### config.mk
export PLATFORM = sky130hd
export DESIGN_NAME = audio_source_switch_crossfade
export DESIGN_NICKNAME = d
export VERILOG_FILES = /design/src/rtl/asxf_pkg.sv /design/src/rtl/asxf_mix.sv /design/src/rtl/audio_source_switch_crossfade.sv
export SDC_FILE = /design/constraint.sdc
export NUM_CORES = 2
export LEC_CHECK = 0
export ABC_AREA = 1
export ABC_CLOCK_PERIOD_IN_PS = 6900
export BUFFER_PORTS_ARGS = -buffer_cell sky130_fd_sc_hd__buf_2
export CORE_MARGIN = 1
export CORE_UTILIZATION = 45
export CTS_BUF_LIST = sky130_fd_sc_hd__clkbuf_4 sky130_fd_sc_hd__clkbuf_8
export DETAILED_ROUTE_END_ITERATION = 10
export GPL_TIMING_DRIVEN = 0
export RECOVER_POWER = 50
export SLEW_MARGIN = 20
export SYNTH_ARGS = -nofsm -noshare
export SYNTH_HDL_FRONTEND = slang
export SYNTH_HIERARCHICAL = 1
export SYNTH_SLANG_ARGS = --single-unit
### constraint.sdc
create_clock -name aclk -period 6.9 [get_ports aclk]
set_input_delay 0 -clock aclk [delete_from_list [all_inputs] [get_ports aclk]]
set_output_delay 0 -clock aclk [all_outputs]
set_load 0.05 [all_outputs]
### src/rtl/asxf_pkg.sv
`timescale 1ns / 1ps
// Shared types, constants and the cos^2 weight table of the audio source switcher.
// Used by asxf_mix and audio_source_switch_crossfade; depends on nothing.
package asxf_pkg;

    localparam int CHANNELS     = 4;
    localparam int BLOCK_LENGTH = 64;
    localparam int POS_W        = $clog2(BLOCK_LENGTH);
    localparam int SAMPLE_W     = 16;
    localparam int CH_W         = 3;
    localparam int WEIGHT_W     = 16;
    localparam int IN_FIELDS_W  = 4 * SAMPLE_W + CH_W;
    localparam int IN_DATA_W    = ((IN_FIELDS_W + 7) / 8) * 8;
    localparam int OUT_DATA_W   = SAMPLE_W;
    localparam int OUT_USER_W   = 1 + CH_W;

    localparam logic [CH_W-1:0] NO_REQUEST    = CH_W'(0);
    localparam logic [CH_W-1:0] FIRST_CHANNEL = CH_W'(1);

    localparam longint unsigned Q30_ONE     = 64'd1073741824;
    localparam longint unsigned Q30_PI      = 64'd3373259426;
    localparam longint unsigned Q30_HALF_PI = 64'd1686629713;

    typedef longint unsigned taylor_div_t [9];
    localparam taylor_div_t TAYLOR_DIV = '{
        64'd2, 64'd12, 64'd30, 64'd56, 64'd90, 64'd132, 64'd182, 64'd240, 64'd306
    };

    typedef logic [WEIGHT_W-1:0] weight_rom_t [BLOCK_LENGTH];

    // Unsigned Q1.15 weight 32768*(1+cos(pi*i/BLOCK_LENGTH))/2, with the cosine
    // taken from a Taylor series through the t^18 term in Q30. Evaluated at elaboration only.
    function automatic logic [WEIGHT_W-1:0] weight_entry(int unsigned i);
        longint unsigned t;
        longint unsigned t2;
        longint unsigned term;
        longint unsigned w;
        longint          c;
        longint          v;
        logic            neg;
        t   = (Q30_PI * 64'(i)) / 64'(BLOCK_LENGTH);
        neg = 1'b0;
        if (t > Q30_HALF_PI) begin
            t   = (t > Q30_PI) ? 64'd0 : Q30_PI - t;
            neg = 1'b1;
        end
        t2   = (t * t) >> 30;
        term = Q30_ONE;
        c    = longint'(Q30_ONE);
        for (int k = 1; k <= 9; k++) begin
            term = ((term * t2) >> 30) / TAYLOR_DIV[k-1];
            if ((k % 2) == 1) begin
                c = c - longint'(term);
            end else begin
                c = c + longint'(term);
            end
        end
        if (neg) begin
            c = -c;
        end
        v = longint'(Q30_ONE) + c;
        if (v < 0) begin
            v = 0;
        end
        w = ((64'(v) * 64'd32768) + Q30_ONE) >> 31;
        if (w > 64'd32768) begin
            w = 64'd32768;
        end
        return WEIGHT_W'(w);
    endfunction

    function automatic weight_rom_t build_weight_rom();
        weight_rom_t rom;
        for (int i = 0; i < BLOCK_LENGTH; i++) begin
            rom[i] = weight_entry(i);
        end
        return rom;
    endfunction

    localparam weight_rom_t WEIGHT_ROM = build_weight_rom();

    // Operands of one output sample, held in the input stage.
    typedef struct packed {
        logic                       fading;
        logic signed [SAMPLE_W-1:0] old_sample;
        logic signed [SAMPLE_W-1:0] new_sample;
        logic [WEIGHT_W-1:0]        old_weight;
        logic [WEIGHT_W-1:0]        new_weight;
    } mix_req_t;

endpackage

### src/rtl/asxf_mix.sv
`timescale 1ns / 1ps
// Crossfade arithmetic: weighted sum of old and new sample, rounded and saturated.
// Depends on asxf_pkg. Outside a fade the old sample passes through unchanged.
module asxf_mix (
    input  asxf_pkg::mix_req_t                  req,
    output logic signed [asxf_pkg::SAMPLE_W-1:0] sample_out
);

    localparam int PROD_W = asxf_pkg::SAMPLE_W + asxf_pkg::WEIGHT_W + 1;
    localparam int SUM_W  = PROD_W + 1;
    localparam int SHR_W  = SUM_W - 15;

    localparam logic signed [SHR_W-1:0] SAT_MAX = SHR_W'(32767);
    localparam logic signed [SHR_W-1:0] SAT_MIN = -SHR_W'(32768);

    logic signed [PROD_W-1:0] prod_old;
    logic signed [PROD_W-1:0] prod_new;
    logic signed [SUM_W-1:0]  sum;
    logic signed [SHR_W-1:0]  shifted;

    always_comb begin
        prod_old = PROD_W'(req.old_sample) * $signed({1'b0, req.old_weight});
        prod_new = PROD_W'(req.new_sample) * $signed({1'b0, req.new_weight});
        // Adding half an LSB before the arithmetic shift rounds half up.
        sum      = SUM_W'(prod_old) + SUM_W'(prod_new) + SUM_W'(16384);
        shifted  = SHR_W'(sum >>> 15);
        if (!req.fading) begin
            sample_out = req.old_sample;
        end else if (shifted > SAT_MAX) begin
            sample_out = asxf_pkg::SAMPLE_W'(SAT_MAX);
        end else if (shifted < SAT_MIN) begin
            sample_out = asxf_pkg::SAMPLE_W'(SAT_MIN);
        end else begin
            sample_out = asxf_pkg::SAMPLE_W'(shifted);
        end
    end

endmodule

### src/rtl/audio_source_switch_crossfade.sv
`timescale 1ns / 1ps
// Audio source switcher with a cos^2 crossfade over one block of samples.
// Depends on asxf_pkg and asxf_mix.
//
// One multichannel sample is taken per clock and one routed sample comes out per
// clock while m_tready does not stall the output: the first register holds the
// channel and weight selection, the second holds the product sum after rounding
// and saturation, which is the single multiply stage of the design. A switch
// request is held until the next block start; if it names another valid channel,
// that block crossfades from the old channel to the new one and the new channel
// is active from the following block on. Outside a fade the active channel is
// passed through unchanged. The block starts on channel 1 at block position zero.
module audio_source_switch_crossfade (
    input  logic                             aclk,
    input  logic                             aresetn,
    input  logic                             s_tvalid,
    output logic                             s_tready,
    // sample_ch0, sample_ch1, sample_ch2, sample_ch3, select_request, zero pad
    input  logic [asxf_pkg::IN_DATA_W-1:0]   s_tdata,
    output logic                             m_tvalid,
    input  logic                             m_tready,
    // sample_out
    output logic [asxf_pkg::OUT_DATA_W-1:0]  m_tdata,
    // fading, active_channel
    output logic [asxf_pkg::OUT_USER_W-1:0]  m_tuser,
    // block_end
    output logic                             m_tlast
);

    localparam int SW = asxf_pkg::SAMPLE_W;
    localparam int CW = asxf_pkg::CH_W;
    localparam int PW = asxf_pkg::POS_W;
    localparam logic [PW-1:0] LAST_POS = PW'(asxf_pkg::BLOCK_LENGTH - 1);

    // Channel state.
    logic [CW-1:0] current_reg, current_next;
    logic [CW-1:0] target_reg, target_next;
    logic [CW-1:0] pending_reg, pending_next;
    logic [PW-1:0] pos_reg, pos_next;

    // Input stage.
    logic                 s1_valid_reg;
    asxf_pkg::mix_req_t   s1_req_reg, s1_req_next;
    logic [CW-1:0]        s1_active_reg;
    logic                 s1_last_reg;

    // Output stage.
    logic                 s2_valid_reg;
    logic [SW-1:0]        s2_sample_reg;
    logic                 s2_fading_reg;
    logic [CW-1:0]        s2_active_reg;
    logic                 s2_last_reg;

    logic          s1_advance;
    logic          s_accept;
    logic [CW-1:0] req_ch;
    logic [CW-1:0] pend_eff;
    logic          fading;
    logic          last;
    logic signed [SW-1:0] old_sample;
    logic signed [SW-1:0] new_sample;
    logic signed [SW-1:0] mix_sample;

    assign s1_advance = !s2_valid_reg || m_tready;
    assign s_tready   = !s1_valid_reg || s1_advance;
    assign s_accept   = s_tvalid && s_tready;

    function automatic logic signed [SW-1:0] pick(
        input logic [asxf_pkg::IN_DATA_W-1:0] data,
        input logic [CW-1:0]                  ch
    );
        logic signed [SW-1:0] s;
        s = '0;
        for (int n = 0; n < 4; n++) begin
            if (n < asxf_pkg::CHANNELS && ch == CW'(n + 1)) begin
                s = data[n*SW +: SW];
            end
        end
        return s;
    endfunction

    always_comb begin
        req_ch   = s_tdata[4*SW +: CW];
        pend_eff = (req_ch != asxf_pkg::NO_REQUEST) ? req_ch : pending_reg;
        target_next  = target_reg;
        pending_next = pend_eff;
        // A held request is consumed at every block start, used or not.
        if (pos_reg == '0) begin
            if (pend_eff != asxf_pkg::NO_REQUEST &&
                pend_eff <= CW'(asxf_pkg::CHANNELS) &&
                pend_eff != current_reg) begin
                target_next = pend_eff;
            end
            pending_next = asxf_pkg::NO_REQUEST;
        end
        fading       = target_next != current_reg;
        last         = pos_reg == LAST_POS;
        current_next = (last && fading) ? target_next : current_reg;
        pos_next     = last ? '0 : pos_reg + PW'(1);

        old_sample = pick(s_tdata, current_reg);
        new_sample = pick(s_tdata, target_next);
        s1_req_next.fading     = fading;
        s1_req_next.old_sample = old_sample;
        s1_req_next.new_sample = new_sample;
        s1_req_next.old_weight = asxf_pkg::WEIGHT_ROM[pos_reg];
        s1_req_next.new_weight = asxf_pkg::WEIGHT_ROM[LAST_POS - pos_reg];
    end

    always_ff @(posedge aclk) begin
        if (!aresetn) begin
            current_reg  <= asxf_pkg::FIRST_CHANNEL;
            target_reg   <= asxf_pkg::FIRST_CHANNEL;
            pending_reg  <= asxf_pkg::NO_REQUEST;
            pos_reg      <= '0;
            s1_valid_reg <= 1'b0;
            s2_valid_reg <= 1'b0;
        end else begin
            if (s_accept) begin
                current_reg <= current_next;
                target_reg  <= target_next;
                pending_reg <= pending_next;
                pos_reg     <= pos_next;
            end
            if (s_tready) begin
                s1_valid_reg <= s_tvalid;
            end
            if (s1_advance) begin
                s2_valid_reg <= s1_valid_reg;
            end
        end
    end

    always_ff @(posedge aclk) begin
        if (s_accept) begin
            s1_req_reg    <= s1_req_next;
            s1_active_reg <= current_reg;
            s1_last_reg   <= last;
        end
        if (s1_advance && s1_valid_reg) begin
            s2_sample_reg <= mix_sample;
            s2_fading_reg <= s1_req_reg.fading;
            s2_active_reg <= s1_active_reg;
            s2_last_reg   <= s1_last_reg;
        end
    end

    asxf_mix u_mix (
        .req        (s1_req_reg),
        .sample_out (mix_sample)
    );

    assign m_tvalid = s2_valid_reg;
    assign m_tdata  = s2_sample_reg;
    assign m_tuser  = {s2_active_reg, s2_fading_reg};
    assign m_tlast  = s2_last_reg;

endmodule
# ---- Word-level counts from Yosys, hierarchy flattened
# Memory sizes are Yosys's and may differ from the RTL's. A register that Yosys moved wholly into a read port is not among the register bits.
# Cells that the tools add are included.
dict set report word_totals {
  register_bits 75
  latchBits 0
  ram_bits 0
  romBits 2048
  input_bits 76
  out_inout_bits 23
  word_cells 68
  n_memories 2
}
# memory depth word_bits rd rd_clocked_by_memory_dff write_ports line
set memory_table {}
lappend memory_table {{(no name shown)} 64 16 1 1 0 audio_source_switch_crossfade.sv:107} ;# s1_req_next.new_weight = asxf_pkg::WEIGHT_ROM[LAST_POS - pos_reg];
lappend memory_table {{(no name shown)} 64 16 1 1 0 audio_source_switch_crossfade.sv:106} ;# s1_req_next.old_weight = asxf_pkg::WEIGHT_ROM[pos_reg];
dict set report op_classes {
  n_addsub 4
  multipliers 2
  div 0
  order_cmp 3
  n_eq_ne 11
  shifts 0
  muxes 16
  n_bitwise 2
  n_reduce_logical 13
}
# operator count
set op_table {}
lappend op_table {{16-bit 2-to-1 mux} 11}
lappend op_table {{16-bit by 17-bit multiplier with 33-bit output} 2}
lappend op_table {{33-bit by 33-bit adder with 34-bit output} 1}
lappend op_table {{34-bit by 16-bit adder with 34-bit output (second input constant)} 1}
lappend op_table {{19-bit by 16-bit greater-than comparator with 1-bit output (second input constant)} 1}
lappend op_table {{19-bit by 16-bit less-than comparator with 1-bit output (second input constant)} 1}
lappend op_table {{6-bit inverter with 7-bit output} 2}
lappend op_table {{3-bit by 2-bit equality test with 1-bit output (second input constant)} 4}
lappend op_table {{3-bit 2-to-1 mux} 4}
lappend op_table {{6-bit by 1-bit adder with 6-bit output (second input constant)} 1}
lappend op_table {{3-bit by 1-bit equality test with 1-bit output (second input constant)} 2}
lappend op_table {{3-bit equality test (second input constant)} 2}
lappend op_table {{6-bit equality test (second input constant)} 1}
lappend op_table {{6-bit logical NOT} 1}
lappend op_table {{6-bit 2-to-1 mux} 1}
lappend op_table {{3-bit inequality test} 2}
lappend op_table {{3-bit nonzero test} 2}
lappend op_table {{6-bit subtractor (first input constant)} 1}
lappend op_table {{1-bit logical AND} 5}
lappend op_table {{3-bit <= comparator (second input constant)} 1}
lappend op_table {{1-bit logical NOT} 2}
lappend op_table {{1-bit logical OR} 2}
lappend op_table {{2-bit AND reduction} 1}

# ---- Depth between registers and ports, before layout
dict set report depth {
  word_depth 12
  ltp_mapped 39
  mapped_depth_nobuf 36
}

# ---- Modules after synthesis
# The synthesis kept the hierarchy.
# module instances cells_per_inst area_each_um2
set by_module_without_submodules {}
lappend by_module_without_submodules {asxf_mix 1 2570 19278.5}
lappend by_module_without_submodules {audio_source_switch_crossfade 1 866 6956.7}

# ---- Worst setup path after synthesis
# OpenSTA, ideal clock, no wires.
dict set report synth_path {
  path_kind {flip-flop to flip-flop}
  start {reg s1_req_reg[56] (netlist bit)}
  end {reg s2_sample_reg[6], in the netlist m_tdata[6] (data pin)}
  setup_time_ps 252
  t_arrival_ps 6637
  required_ps 6648
  slack_ps 11
  stages_incl_launch_ff 32
  synth_period_minus_slack_ps 6889
  path_cell_list {edfxtp_1 clkbuf_1 clkbuf_1 nand2_1 fa_1 inv_1 fa_1 inv_1 fa_1 fa_1 inv_1 fa_1 fa_1 fa_1 inv_1 fa_1 inv_1 ha_1 a21o_1 a21boi_1 a21oi_1 nor2_1 nand2_1 nand2_1 nand2_1 nand2_2 nand2_4 buf_6 nand2_1 nand2_1 nand2_1 nand2_1}
}
dict set report synth_between {
  elab_chain_len 7
  elab_cells_between_ends 8
}
# item line
set synth_lines {}
lappend synth_lines {{from (decl)} audio_source_switch_crossfade.sv:43} ;# asxf_pkg::mix_req_t s1_req_reg, s1_req_next;
lappend synth_lines {{from (signal assigned)} audio_source_switch_crossfade.sv:136} ;# s1_req_reg <= s1_req_next;
lappend synth_lines {{16-bit by 17-bit multiplier with 33-bit output (*)} asxf_mix.sv:22} ;# prod_old = PROD_W'(req.old_sample) * $signed({1'b0, req.old_weight});
lappend synth_lines {{33-bit by 33-bit adder with 34-bit output (*)} asxf_mix.sv:25} ;# sum = SUM_W'(prod_old) + SUM_W'(prod_new) + SUM_W'(16384);
lappend synth_lines {{34-bit by 16-bit adder with 34-bit output (*)} asxf_mix.sv:25}
lappend synth_lines {{19-bit by 16-bit less-than comparator with 1-bit output} asxf_mix.sv:31} ;# end else if (shifted < SAT_MIN) begin
lappend synth_lines {{16-bit 2-to-1 mux} asxf_mix.sv:31}
lappend synth_lines {{16-bit 2-to-1 mux (*)} asxf_mix.sv:29} ;# end else if (shifted > SAT_MAX) begin
lappend synth_lines {{16-bit 2-to-1 mux (*)} asxf_mix.sv:27} ;# if (!req.fading) begin
lappend synth_lines {{named net mix_sample[6]} audio_source_switch_crossfade.sv:62} ;# logic signed [SW-1:0] mix_sample;
lappend synth_lines {{to (signal assigned)} audio_source_switch_crossfade.sv:141} ;# s2_sample_reg <= mix_sample;
lappend synth_lines {{to (decl)} audio_source_switch_crossfade.sv:49} ;# logic [SW-1:0] s2_sample_reg;
# Mark *: on every way through the listed nets, which the timed path passes. The rest lies on a longest branch.
# A chain may end at the register's enable or synchronous reset.

# ---- Worst setup path after layout
dict set report layout_path {
  start {reg, netlist name s1_req_reg[25]}
  end {reg s2_sample_reg[14], in the netlist m_tdata[14] (data pin)}
}
dict set report layout_between {
  elab_chain_len 7
  elab_cells_between_ends 8
}
# item line
set layout_lines {}
lappend layout_lines {{16-bit by 17-bit multiplier with 33-bit output (*)} asxf_mix.sv:22}
lappend layout_lines {{33-bit by 33-bit adder with 34-bit output (*)} asxf_mix.sv:25}
lappend layout_lines {{34-bit by 16-bit adder with 34-bit output (*)} asxf_mix.sv:25}
lappend layout_lines {{19-bit by 16-bit less-than comparator with 1-bit output} asxf_mix.sv:31}
lappend layout_lines {{16-bit 2-to-1 mux} asxf_mix.sv:31}
lappend layout_lines {{16-bit 2-to-1 mux (*)} asxf_mix.sv:29}
lappend layout_lines {{16-bit 2-to-1 mux (*)} asxf_mix.sv:27}
lappend layout_lines {{named net mix_sample[14]} audio_source_switch_crossfade.sv:62}
# Marks and branches as above.

==> impl_metrics.py <==
metrics = {
    "setup_path": {
        "worstPathMaxFanout": 7,
        "crit_type": "register to register",
        "reg2reg_from": "s1_req_reg[25]",
        "slowest_delay_ns": 0.60,
        "critPathTopFamily": "adder cells",
        "crit_path_end_kind": "register",
        "critPathMostFrequentCell": "fa_1",
        "r2r-end": "m_tdata[14]",
        "ff2ff_setup_slack_ns": -0.32,
        "worstRegToRegCells": 31,
        "cp.arrival_ns": 7.44,
        "critical_path_required_ns": 7.11,
        "slowest_stage": "edfxtp_1",
        "startpoint_type": "register",
        "path_buf_inv": 9,
    },
    "status": {
        "violations": "design-rule violations, max-capacitance violations, max-slew violations, negative setup slack",
        "status": "complete, but fails checks",
    },
    "layout": {
        "fillers": 5629,
        "drive_gt1_share_pct": 13.30,
        "areaGrowthSynthToFinish_pct": 15.98,
        "multi_input_area_mm2": 0.01933,
        "fin_nets": 4454,
        "largest_register_ffs": 65,
        "ff_latch_area_mm2": 0.003043,
    },
    "drt": {
        "drt-wirelength-per-cell_um": 20.26,
        "drc_errors": 2,
        "vias": 23010,
        "ant_nets": 0,
        "vias_per_cell": 5.169,
        "drt-pass1-iter-count": 9,
        "initialDrtViolationCount": 1939,
        "drt-total-wl_mm": 90.17,
    },
    "worst_hold_path": {
        "hold_depth": 6,
        "hp-class": "input port to register",
        "hp-start": "s_tdata[64]",
        "hold-path-endpoint": "pending_reg[2]",
    },
    "floorplan": {
        "num_rows": 88,
        "num_io_pins": 99,
        "dieHeight_um": 243.5,
        "dieArea_mm2": 0.05927,
        "die_x_um": 243.5,
        "start_util_pct": 45.47,
        "coreArea_mm2": 0.05770,
    },
    "timing": {
        "fmax_ghz": 0.1385,
        "slew_headroom_pct": -58.29,
        "finalSetupViolations": 16,
        "worst_slew_pin_slew_ns": 2.374,
        "slew_viol_final": 65,
        "finalWorstSetupSlack_ns": -0.3221,
        "fin_skew_ns": 0.02692,
        "post-route-period-util_pct": 104.7,
        "rsz0062_at_grt": "true",
        "period_minus_slack_ns": 7.222,
        "finalHoldViolCount": 0,
    },
    "clock_network": {
        "clkLatencyLatePin_ns": 0.46,
        "clk_pin_slew_worst_paths_ns": 0.12,
        "cts_sinks": 107,
        "clock_path_buffers": 2,
        "cts_htree_levels": 3,
        "cts_tree": "done",
        "cts_made_buffers": 9,
        "cts_root_buf": "clkbuf_8",
    },
    "placed_design": {
        "hpwl_mm": 72.22,
        "port_buffers": 93,
        "place_ws_ns": -1.383,
        "place_congestion": 1.014,
    },
    "grt": {
        "grt_pass1_vias": 23070,
        "antenna_found_initial": 3,
        "grt_max_degree": 44,
        "grtUsageTotal_pct": 31.02,
        "grt.overflow.total": 0,
        "grt_pass1_wl_mm": 136.8,
    },
    "synth": {
        "yosys.area_share.simple_pct": 18.65,
        "yosys.area_share.xor_xnor_pct": 0.5341,
        "ys_ff_latch": 107,
        "yosys-mux-area-fraction_pct": 0,
        "ys_warn_count": 6,
        "synth_edf_count": 90,
        "yosysUniqueCellTypes": 58,
        "syn_nets": 4210,
        "syn_area_per_cell_um2": 7.635,
        "syn_area_mm2": 0.02624,
        "syn_inst": 3436,
        "synth_fa_ha_area_share_pct": 46.17,
        "yosysSeqAreaShare_pct": 11.60,
        "synth_ff_type": "edfxtp_1",
        "synth_top_family_by_area": "adder cells",
        "async_reset_ff_share_pct": 0,
        "synth-compound-area-share_pct": 5.804,
    },
    "job": {
        "maxCapViolCount": 2,
    },
}
kinds of logic (layout without fill, tap and decap cells):
family,count (synthesis),in the layout
flip-flops,107,107
buffers and inverters,1192,1441
AO/OA/AOI/OAI,249,249
adder cells (fa/ha/maj),698,698
other,0,1
XOR/XNOR,16,16
AND/OR/NAND/NOR,1174,1174
worst register-to-register path: cells and delay by family, from the launching register on:
kind,cells,cell delay (ns)
DFF,1,0.60
buffers and inverters,9,0.85
AOI/OAI and AO/OA,2,0.35
adders and majority gates,9,4.30
and+or+nand+nor,11,0.89
synthesized netlist by cell type (4+ instances only):
| library cell | count | share of area [%] |
|---|---|---|
| a211oi_1 | 7 | 0.20 |
| a21oi_1 | 66 | 1.3 |
| a221oi_1 | 19 | 0.63 |
| a31oi_1 | 6 | 0.14 |
| a32oi_1 | 7 | 0.23 |
| buf_1 | 6 | 0.086 |
| buf_2 | 9 | 0.17 |
| buf_6 | 4 | 0.17 |
| clkbuf_1 | 151 | 2.2 |
| dfxtp_1 | 17 | 1.3 |
| edfxtp_1 | 90 | 10 |
| fa_1 | 450 | 34 |
| ha_1 | 248 | 12 |
| inv_1 | 1007 | 14 |
| inv_2 | 11 | 0.16 |
| nand2_1 | 803 | 11 |
| nand2_2 | 13 | 0.31 |
| nand2_4 | 7 | 0.30 |
| nand3_1 | 99 | 1.9 |
| nand3_2 | 4 | 0.15 |
| nand4_1 | 36 | 0.86 |
| nor2_1 | 165 | 2.4 |
| nor3_1 | 22 | 0.42 |
| o21ai_0 | 87 | 1.7 |
| o21ai_1 | 5 | 0.095 |
| o221ai_1 | 6 | 0.20 |
| o22ai_1 | 9 | 0.21 |
| o311ai_0 | 7 | 0.23 |
| o31ai_1 | 5 | 0.14 |
| or2_2 | 7 | 0.17 |
| xnor2_1 | 8 | 0.27 |
| xor2_1 | 8 | 0.27 |
cell type report:
class | instances | share of cell area [%]
Sequential cell | 107 | 10.00
Clock inverter | 7 | 0.2056
Inverter | 1020 | 12.61
Tap cell | 765 | 3.146
Antenna cell | 1 | 0.008224
Timing Repair Buffer | 291 | 7.427
Clock buffer | 9 | 0.4071
Multi-Input combinational cell | 2137 | 63.52
Buffer | 114 | 2.673
metrics by stage:
stage / instances / utilization, % / TNS (ns) / hold slack, ns / area (um^2)
floorplan: 3436 / - / 0 / 0.08414 / 26240
global placement: 4294 / 47.94 / -19.63 / 0.2848 / 27660
detailed placement: 4296 / 48.03 / -20.53 / 0.3043 / 27710
CTS: 4437 / 52.18 / -3.486 / 0.05262 / 30100
global route: 4451 / 52.74 / -8.534 / 0.1047 / 30430
finish: 4451 / 52.74 / -4.472 / 0.1065 / 30430
worst max path at each step:
stage | startpoint | to | slack (ns) | depth (start not counted)
after global routing | s1_req_reg[28] | m_tdata[0] | -0.57 | 31
after global placement | s1_req_reg[33] | m_tdata[5] | -1.32 | 31
after CTS | s1_req_reg[50] | m_tdata[1] | -0.24 | 31
after detailed placement | s1_req_reg[60] | m_tdata[5] | -1.38 | 30
final | s1_req_reg[25] | m_tdata[14] | -0.32 | 31
after floorplan | s1_req_reg[56] | m_tdata[6] | 0.01 | 31
repair_timing:
| item | in CTS | in global routing |
|---|---|---|
| gates cloned | 2 | 0 |
| hold buffers | 70 | 0 |
| gates resized for setup | 247 | 113 |
| buffers inserted | 110 | 15 |
| setup endpoints to repair | 16 | 16 |
| endpoints found under the hold margin | 42 | 0 |
| pin swaps | 70 | 65 |
layer usage:
layer | vias up | GRT usage [%] | share of wire [%]
li1 | 10580 | - | -
met3 | 207 | 6.180 | 9.3
met5 | - | 0 | 0.027
met4 | 4 | 13.80 | 5.0
met1 | 11170 | 41.09 | 40
met2 | 1052 | 49.04 | 45
placed cells by master (no fill, tap or decap), types with 27 or more instances in the layout:
cell / netlist / routed
dlygate4sd3_1: 0 / 70
o21ai_0: 87 / 84
inv_2: 11 / 39
buf_4: 2 / 103
nor2_1: 165 / 151
clkbuf_8: 0 / 27
nand2_2: 13 / 49
buf_2: 9 / 82
edfxtp_1: 90 / 90
nand3_1: 99 / 97
fa_1: 450 / 437
inv_1: 1007 / 978
nand4_1: 36 / 36
a21oi_1: 66 / 51
ha_1: 248 / 235
nand2_1: 803 / 749
clkbuf_1: 151 / 62
Power is left out: the tool's default activity adds up to more than one toggle a clock period on the data nets, which glitch-free logic cannot reach.
